**config.mk**
```make
export PLATFORM = sky130hd
export DESIGN_NAME = rational_arithmetic_unit
export DESIGN_NICKNAME = d
export VERILOG_FILES = /design/src/rtl/rau_pkg.sv /design/src/rtl/rational_arithmetic_unit.sv
export SDC_FILE = /design/constraint.sdc
export NUM_CORES = 2
export LEC_CHECK = 0
export ABC_AREA = 1
export BUFFER_PORTS_ARGS = -buffer_cell sky130_fd_sc_hd__buf_2
export CORE_AREA = 2 2 257 361
export CTS_BUF_LIST = sky130_fd_sc_hd__clkbuf_2 sky130_fd_sc_hd__clkbuf_4 sky130_fd_sc_hd__clkbuf_8
export DETAILED_ROUTE_END_ITERATION = 10
export DIE_AREA = 0 0 259 363
export PLACE_DENSITY_LB_ADDON = 0.25
export SYNTH_ARGS = -nofsm -noshare
export SYNTH_HDL_FRONTEND = slang
export SYNTH_SLANG_ARGS = --single-unit
```
**constraint.sdc**
```tcl
create_clock -name clk -period 19.9 [get_ports clk]
set_input_delay 0.995 -clock clk [delete_from_list [all_inputs] [get_ports clk]]
set_output_delay 0.995 -clock clk [all_outputs]
set_load 0.01 [all_outputs]
```
**src/rtl/rau_pkg.sv**
```systemverilog
package rau_pkg;

  localparam int unsigned OPERAND_BITS = 16;
  localparam int unsigned IN_W         = 16;
  localparam int unsigned NUM_W        = 32;
  localparam int unsigned DEN_W        = 31;
  // Raw results need 33 bits signed; one spare bit keeps sums exact.
  localparam int unsigned RAW_W        = 34;
  localparam int unsigned MAG_W        = RAW_W - 1;

  typedef enum logic [1:0] {
    CMD_ADD = 2'd0,
    CMD_SUB = 2'd1,
    CMD_MUL = 2'd2,
    CMD_DIV = 2'd3
  } cmd_t;

endpackage

```
**src/rtl/rational_arithmetic_unit.sv**
```systemverilog
// Rational arithmetic unit: returns the fraction for a+b, a-b, a*b or a/b, reduced except in the case below.
// Input channel: in_valid/in_stall with in_command and the four 16-bit operands.
// A transaction is taken when in_valid is high and in_stall is low. in_stall is
// high from acceptance until the result has been taken, so one item is in the
// block at a time.
// Output channel: out_valid/out_stall with out_res_num and out_res_den.
// Sequence: three products on the shared 16x16 multiplier, the S_PREP and S_RED
// set-up states, a binary gcd loop of compare/subtract/shift steps, and two
// 33-step restoring divisions that share one subtractor. When both raw parts
// are at most zero the raw values are returned unreduced, without the gcd loop
// and the divisions.
// When the receiver stalls, the result is held steady on the output ports
// and no new transaction is taken until it has been accepted.
// Reset (rst_n low, synchronous) returns the sequencer to idle and drops
// out_valid.
module rational_arithmetic_unit #(
  parameter int unsigned OPERAND_BITS = rau_pkg::OPERAND_BITS
) (
  input  logic                              clk,
  input  logic                              rst_n,
  input  logic                              in_valid,
  output logic                              in_stall,
  input  logic [1:0]                        in_command,
  input  logic signed [rau_pkg::IN_W-1:0]   in_a_num,
  input  logic signed [rau_pkg::IN_W-1:0]   in_a_den,
  input  logic signed [rau_pkg::IN_W-1:0]   in_b_num,
  input  logic signed [rau_pkg::IN_W-1:0]   in_b_den,
  output logic                              out_valid,
  input  logic                              out_stall,
  output logic signed [rau_pkg::NUM_W-1:0]  out_res_num,
  output logic signed [rau_pkg::DEN_W-1:0]  out_res_den
);

  localparam int unsigned IW = rau_pkg::IN_W;
  localparam int unsigned RW = rau_pkg::RAW_W;
  localparam int unsigned MW = rau_pkg::MAG_W;
  localparam int unsigned PW = 2 * IW;
  localparam int unsigned KW = $clog2(MW + 1);
  // Clamp limit in IW+1 bits; widths above IW leave the operands untouched.
  localparam logic signed [IW:0] LIM = (OPERAND_BITS > IW) ?
    (IW+1)'(1 << (IW - 1)) : (IW+1)'((1 << (OPERAND_BITS - 1)) - 1);

  typedef enum logic [3:0] {
    S_IDLE, S_MUL0, S_MUL1, S_MUL2, S_PREP, S_RED, S_GCD, S_DIVN, S_DIVD, S_OUT
  } state_t;

  state_t               state_r, state_nxt;
  rau_pkg::cmd_t        cmd_r, cmd_nxt;
  logic signed [IW-1:0] an_r, ad_r, bn_r, bd_r, an_nxt, ad_nxt, bn_nxt, bd_nxt;
  logic signed [PW-1:0] p0_r, p1_r, p2_r, p0_nxt, p1_nxt, p2_nxt;
  logic signed [RW-1:0] num_r, den_r, num_nxt, den_nxt;
  logic [MW-1:0]        x_r, y_r, g_r, quo_r, rem_r;
  logic [MW-1:0]        x_nxt, y_nxt, g_nxt, quo_nxt, rem_nxt;
  logic [KW-1:0]        k_r, k_nxt, cnt_r, cnt_nxt;
  logic signed [rau_pkg::NUM_W-1:0] rnum_r, rnum_nxt;
  logic signed [rau_pkg::DEN_W-1:0] rden_r, rden_nxt;

  logic signed [IW-1:0] mul_a, mul_b;
  logic signed [PW-1:0] mul_p;
  logic [MW-1:0]        num_mag, den_mag, diff_xy, diff_yx;
  logic [MW:0]          div_sh, div_sub;
  logic [MW-1:0]        div_rem, div_quo;
  logic signed [RW-1:0] div_signed;
  logic                 addsub;

  function automatic logic signed [IW-1:0] narrow(input logic signed [IW-1:0] v);
    logic signed [IW:0] w;
    w = (IW+1)'(v);
    if (w > LIM) begin
      w = LIM;
    end else if (w < -LIM) begin
      w = -LIM;
    end
    return w[IW-1:0];
  endfunction

  assign in_stall    = (state_r != S_IDLE);
  assign out_valid   = (state_r == S_OUT);
  assign out_res_num = rnum_r;
  assign out_res_den = rden_r;

  assign addsub  = (cmd_r == rau_pkg::CMD_ADD) || (cmd_r == rau_pkg::CMD_SUB);
  assign mul_p   = mul_a * mul_b;
  assign num_mag = num_r[RW-1] ? MW'(-num_r) : MW'(num_r);
  assign den_mag = den_r[RW-1] ? MW'(-den_r) : MW'(den_r);
  assign diff_xy = x_r - y_r;
  assign diff_yx = y_r - x_r;

  // One restoring division step, shared by numerator and denominator.
  assign div_sh     = {rem_r, quo_r[MW-1]};
  assign div_sub    = div_sh - {1'b0, g_r};
  assign div_rem    = div_sub[MW] ? div_sh[MW-1:0] : div_sub[MW-1:0];
  assign div_quo    = {quo_r[MW-2:0], ~div_sub[MW]};
  assign div_signed = (state_r == S_DIVN ? num_r[RW-1] : den_r[RW-1]) ?
                      -RW'(div_quo) : RW'(div_quo);

  always_comb begin
    mul_a = an_r;
    mul_b = bd_r;
    case (state_r)
      S_MUL0: begin
        mul_a = an_r;
        mul_b = (cmd_r == rau_pkg::CMD_MUL) ? bn_r : bd_r;
      end
      S_MUL1: begin
        mul_a = addsub ? bn_r : ad_r;
        mul_b = (cmd_r == rau_pkg::CMD_DIV) ? bn_r :
                (cmd_r == rau_pkg::CMD_MUL) ? bd_r : ad_r;
      end
      default: begin
        mul_a = ad_r;
        mul_b = bd_r;
      end
    endcase
  end

  always_comb begin
    state_nxt = state_r;
    cmd_nxt   = cmd_r;
    an_nxt = an_r; ad_nxt = ad_r; bn_nxt = bn_r; bd_nxt = bd_r;
    p0_nxt = p0_r; p1_nxt = p1_r; p2_nxt = p2_r;
    num_nxt = num_r; den_nxt = den_r;
    x_nxt = x_r; y_nxt = y_r; g_nxt = g_r; k_nxt = k_r;
    quo_nxt = quo_r; rem_nxt = rem_r; cnt_nxt = cnt_r;
    rnum_nxt = rnum_r; rden_nxt = rden_r;
    case (state_r)
      S_IDLE: begin
        if (in_valid) begin
          cmd_nxt   = rau_pkg::cmd_t'(in_command);
          an_nxt    = narrow(in_a_num);
          ad_nxt    = narrow(in_a_den);
          bn_nxt    = narrow(in_b_num);
          bd_nxt    = narrow(in_b_den);
          state_nxt = S_MUL0;
        end
      end
      S_MUL0: begin
        p0_nxt    = mul_p;
        state_nxt = S_MUL1;
      end
      S_MUL1: begin
        p1_nxt    = mul_p;
        state_nxt = S_MUL2;
      end
      S_MUL2: begin
        p2_nxt    = mul_p;
        state_nxt = S_PREP;
      end
      S_PREP: begin
        if (addsub && (ad_r == bd_r)) begin
          num_nxt = (cmd_r == rau_pkg::CMD_ADD) ? RW'(an_r) + RW'(bn_r)
                                                : RW'(an_r) - RW'(bn_r);
          den_nxt = RW'(ad_r);
        end else if (addsub) begin
          num_nxt = (cmd_r == rau_pkg::CMD_ADD) ? RW'(p0_r) + RW'(p1_r)
                                                : RW'(p0_r) - RW'(p1_r);
          den_nxt = RW'(p2_r);
        end else begin
          num_nxt = RW'(p0_r);
          den_nxt = RW'(p1_r);
        end
        state_nxt = S_RED;
      end
      S_RED: begin
        x_nxt = num_mag;
        y_nxt = den_mag;
        k_nxt = '0;
        if ((num_r <= 0) && (den_r <= 0)) begin
          // Both raw parts at most zero: the raw values are passed out unreduced.
          rnum_nxt  = num_r[rau_pkg::NUM_W-1:0];
          rden_nxt  = den_r[rau_pkg::DEN_W-1:0];
          state_nxt = S_OUT;
        end else if (num_mag == '0) begin
          g_nxt     = den_mag;
          state_nxt = S_DIVN;
        end else if (den_mag == '0) begin
          g_nxt     = num_mag;
          state_nxt = S_DIVN;
        end else begin
          state_nxt = S_GCD;
        end
        quo_nxt = num_mag;
        rem_nxt = '0;
        cnt_nxt = '0;
      end
      S_GCD: begin
        if (x_r == y_r) begin
          g_nxt     = x_r << k_r;
          state_nxt = S_DIVN;
        end else if (!x_r[0] && !y_r[0]) begin
          x_nxt = x_r >> 1;
          y_nxt = y_r >> 1;
          k_nxt = k_r + 1'b1;
        end else if (!x_r[0]) begin
          x_nxt = x_r >> 1;
        end else if (!y_r[0]) begin
          y_nxt = y_r >> 1;
        end else if (x_r > y_r) begin
          x_nxt = diff_xy;
        end else begin
          y_nxt = diff_yx;
        end
      end
      S_DIVN: begin
        rem_nxt = div_rem;
        quo_nxt = div_quo;
        cnt_nxt = cnt_r + 1'b1;
        if (cnt_r == KW'(MW - 1)) begin
          rnum_nxt  = div_signed[rau_pkg::NUM_W-1:0];
          quo_nxt   = den_mag;
          rem_nxt   = '0;
          cnt_nxt   = '0;
          state_nxt = S_DIVD;
        end
      end
      S_DIVD: begin
        rem_nxt = div_rem;
        quo_nxt = div_quo;
        cnt_nxt = cnt_r + 1'b1;
        if (cnt_r == KW'(MW - 1)) begin
          rden_nxt  = div_signed[rau_pkg::DEN_W-1:0];
          state_nxt = S_OUT;
        end
      end
      S_OUT: begin
        if (!out_stall) begin
          state_nxt = S_IDLE;
        end
      end
      default: begin
        state_nxt = S_IDLE;
      end
    endcase
  end

  always_ff @(posedge clk) begin
    if (!rst_n) begin
      state_r <= S_IDLE;
    end else begin
      state_r <= state_nxt;
    end
    cmd_r <= cmd_nxt;
    an_r <= an_nxt; ad_r <= ad_nxt; bn_r <= bn_nxt; bd_r <= bd_nxt;
    p0_r <= p0_nxt; p1_r <= p1_nxt; p2_r <= p2_nxt;
    num_r <= num_nxt; den_r <= den_nxt;
    x_r <= x_nxt; y_r <= y_nxt; g_r <= g_nxt; k_r <= k_nxt;
    quo_r <= quo_nxt; rem_r <= rem_nxt; cnt_r <= cnt_nxt;
    rnum_r <= rnum_nxt; rden_r <= rden_nxt;
  end

endmodule
```
==> flow_metrics.py <==
metrics = {
    "finish": {
        "fillers": 8760,
        "seq_area_mm2": 0.0141,
        "layout.cells.non_filler": 7122,
        "final_common_cell": "nand2_1",
        "multi_input_area_mm2": 0.0266,
        "nets": 6440,
        "syn2layout_area_growth_pct": 7.74,
        "drive_gt1_share_pct": 7.38,
        "mostFrequentLayoutCells": "nand2_1 (1146), inv_1 (936), nor2_1 (679)",
    },
    "synthesis": {
        "netlist_area_mm2": 0.0451,
        "synth-main-ff-cell": "edfxtp_1",
        "synth_top_family_by_area": "simple AND/OR/NAND/NOR gates",
        "synthAdderAreaFrac_pct": 18.6,
        "syn_inst": 5779,
        "async_flop_share_pct": 0,
        "synth.yosys.seq_area_share_pct": 31.3,
        "yosys-mux-area-fraction_pct": 0.355,
        "ys_seq_elements": 471,
        "synth_warnings": 0,
        "ys_types": 69,
        "synth_compound_area_share_pct": 15.2,
        "synth_xor_area_share_pct": 4.37,
        "synthSimpleGateAreaFrac_pct": 20.2,
        "synth_edf_count": 467,
        "synth_fp_nets": 6359,
        "avgSynthCellArea_um2": 7.80,
    },
    "critical_path": {
        "crit_slowest_cell": "o21ai_0",
        "crit_type": "flop to flop",
        "cp-start-kind": "flop",
        "path_max_fanout": 40,
        "cp-end-kind": "flop",
        "cpPeakStageDelay_ns": 1.20,
        "crit_arrival_ns": 10.04,
        "required_ns": 20.50,
    },
    "place": {
        "dp_hpwl_mm": 148,
        "place_inst": 6976,
        "port_buffers": 134,
        "finalWeightedCongestion": 1.05,
    },
    "sta": {
        "rsz0062_at_grt": "no",
        "finalSetupViolations": 0,
        "skew_ns": 0.0751,
        "tightest_slew_ns": 1.60,
        "maxSlewViolCount": 2,
        "maxSlewHeadroom_pct": -7.89,
        "fmax_mhz": 106,
        "min_period_ns": 9.44,
        "final.setup.tns_ns": 0,
        "fin_crit_sh_pct": 47.4,
        "hold_viol_final": 0,
    },
    "cts": {
        "cts.sinks": 471,
        "cts_root_buf": "clkbuf_8",
        "cts_resized": 0,
        "postCtsSetupBuffers": 0,
        "clock_latency_ns": 0.82,
        "cts_buffers": 79,
        "clk_pin_slew_ns": 0.06,
        "h-tree-depth": 3,
        "cts_hold_buffers": 0,
        "cts.path.max_buffers": 3,
        "cts_tree": "yes",
    },
    "floorplanning": {
        "io_pins": 135,
        "die_area_mm2": 0.0940,
        "die_x_um": 259,
        "core_mm2": 0.0906,
        "die-height_um": 363,
        "initial_core_util_pct": 49.7,
        "rows": 131,
    },
    "grt": {
        "antenna_found_initial": 11,
        "grt_pass1_wl_mm": 264,
        "grt_max_degree": 92,
        "groute.usage.overall_pct": 38.5,
        "grt_pass1_vias": 42700,
        "overflow": 0,
    },
    "drt": {
        "avgViaCountPerCell": 5.81,
        "wl_per_cell_um": 25.4,
        "drt_iter0_drc": 3709,
        "drc_errors": 0,
        "ant_nets": 0,
        "firstDrtPassIters": 6,
        "via_count": 41400,
        "wirelength_mm": 181,
    },
    "flow_run": {
        "drv_cap": 1,
    },
    "hold_path": {
        "min_path_type": "input port to flop",
    },
    "run_status": {
        "status": "finished, violations left",
        "violations": "max-capacitance violations, max-slew violations",
    },
}
[critical path, delay by kind of cell (launching register included)]
family	cells	cell delay (ns)
and+or+nand+nor	11	1.75
adders and majority gates	7	3.42
buffers and inverters	10	1.88
DFF	1	0.36
AOI/OAI and AO/OA	2	1.58
xor gates and xnor gates	1	0.22
[flip-flops by register name (all words and copies together), names as in the netlist]
name,flops
k_r,6
bn_r,16
g_r,33
out_res_num,32
out_res_den,31
quo_r,33
x_r,33
state_r,4
num_r,33
cnt_r,6
rem_r,33
p1_r,32
p0_r,32
ad_r,16
den_r,32
p2_r,32
cmd_r,2
bd_r,16
an_r,16
y_r,33
[final timing paths]
| kind | startpoint | endpoint | slack [ns] | depth (start not counted) |
|---|---|---|---|---|
| worst min register to register | state_r[3]$_SDFFE_PN0P_ | state_r[3]$_SDFFE_PN0P_ | 0.53 | 2 |
| worst min-delay path | in_command[0] | cmd_r[0]$_DFFE_PP_ | 0.37 | 1 |
| worst max-delay path | state_r[1]$_SDFFE_PN0P_ | p0_r[31]$_DFFE_PN_ | 10.46 | 31 |
| worst max register to register | state_r[1]$_SDFFE_PN0P_ | p0_r[31]$_DFFE_PN_ | 10.46 | 31 |
[cell usage after synthesis, types with 29 or more instances]
cell | instances | area [um2]
nand2_1 | 1151 | 4320
inv_1 | 938 | 3520
nor2_1 | 682 | 2560
o21ai_0 | 481 | 2410
edfxtp_1 | 467 | 14000
a21oi_1 | 334 | 1670
fa_1 | 267 | 5350
ha_1 | 243 | 3040
nand3_1 | 173 | 866
xor2_1 | 163 | 1430
clkbuf_1 | 118 | 443
nand4_1 | 64 | 400
xnor2_1 | 60 | 526
o211ai_1 | 58 | 435
o221ai_1 | 54 | 473
buf_2 | 52 | 260
nor3_1 | 48 | 240
a31oi_1 | 30 | 188
o22ai_1 | 30 | 188
o21ai_1 | 29 | 145
[stage by stage]
| stage | instance area [um2] | util [%] | setup slack (ns) | hold slack [ns] |
|---|---|---|---|---|
| after floorplan | 45100 | - | 12.47 | 0.483 |
| after global placement | 46900 | 51.8 | 10.69 | 0.507 |
| after detailed placement | 46900 | 51.8 | 10.60 | 0.519 |
| after CTS | 48600 | 53.6 | 10.56 | 0.310 |
| after global routing | 48600 | 53.6 | 9.99 | 0.358 |
| final | 48600 | 53.6 | 10.46 | 0.368 |
[kinds of logic after synthesis]
group                      Yosys count
AOI/OAI and AO/OA                 1178
and+or+nand+nor                   2217
muxes                               16
DFF                                471
adders and majority gates          510
buffers and inverters             1163
xor gates and xnor gates           224
[layout make-up]
cell class,count,share of cell area (%)
multi-input cells,4145,54.7
flip-flops and latches,471,29.0
inverters,971,7.51
well taps,1197,3.08
clock buffers,91,2.44
repair buffers,192,2.28
clock inverters,52,0.933
diodes,3,0.0155
[per-layer routing]
layer / up-vias / global-route usage, % / share of wire [%]
li1: 19200 / - / -
met1: 19700 / 36.2 / 32
met2: 1753 / 70.0 / 51
met3: 721 / 6.02 / 5.6
met4: 10 / 37.1 / 11
met5: - / 0 / 0.034
Power is left out: the tool's default activity adds up to more than one toggle a clock period on the data nets, which glitch-free logic cannot reach.
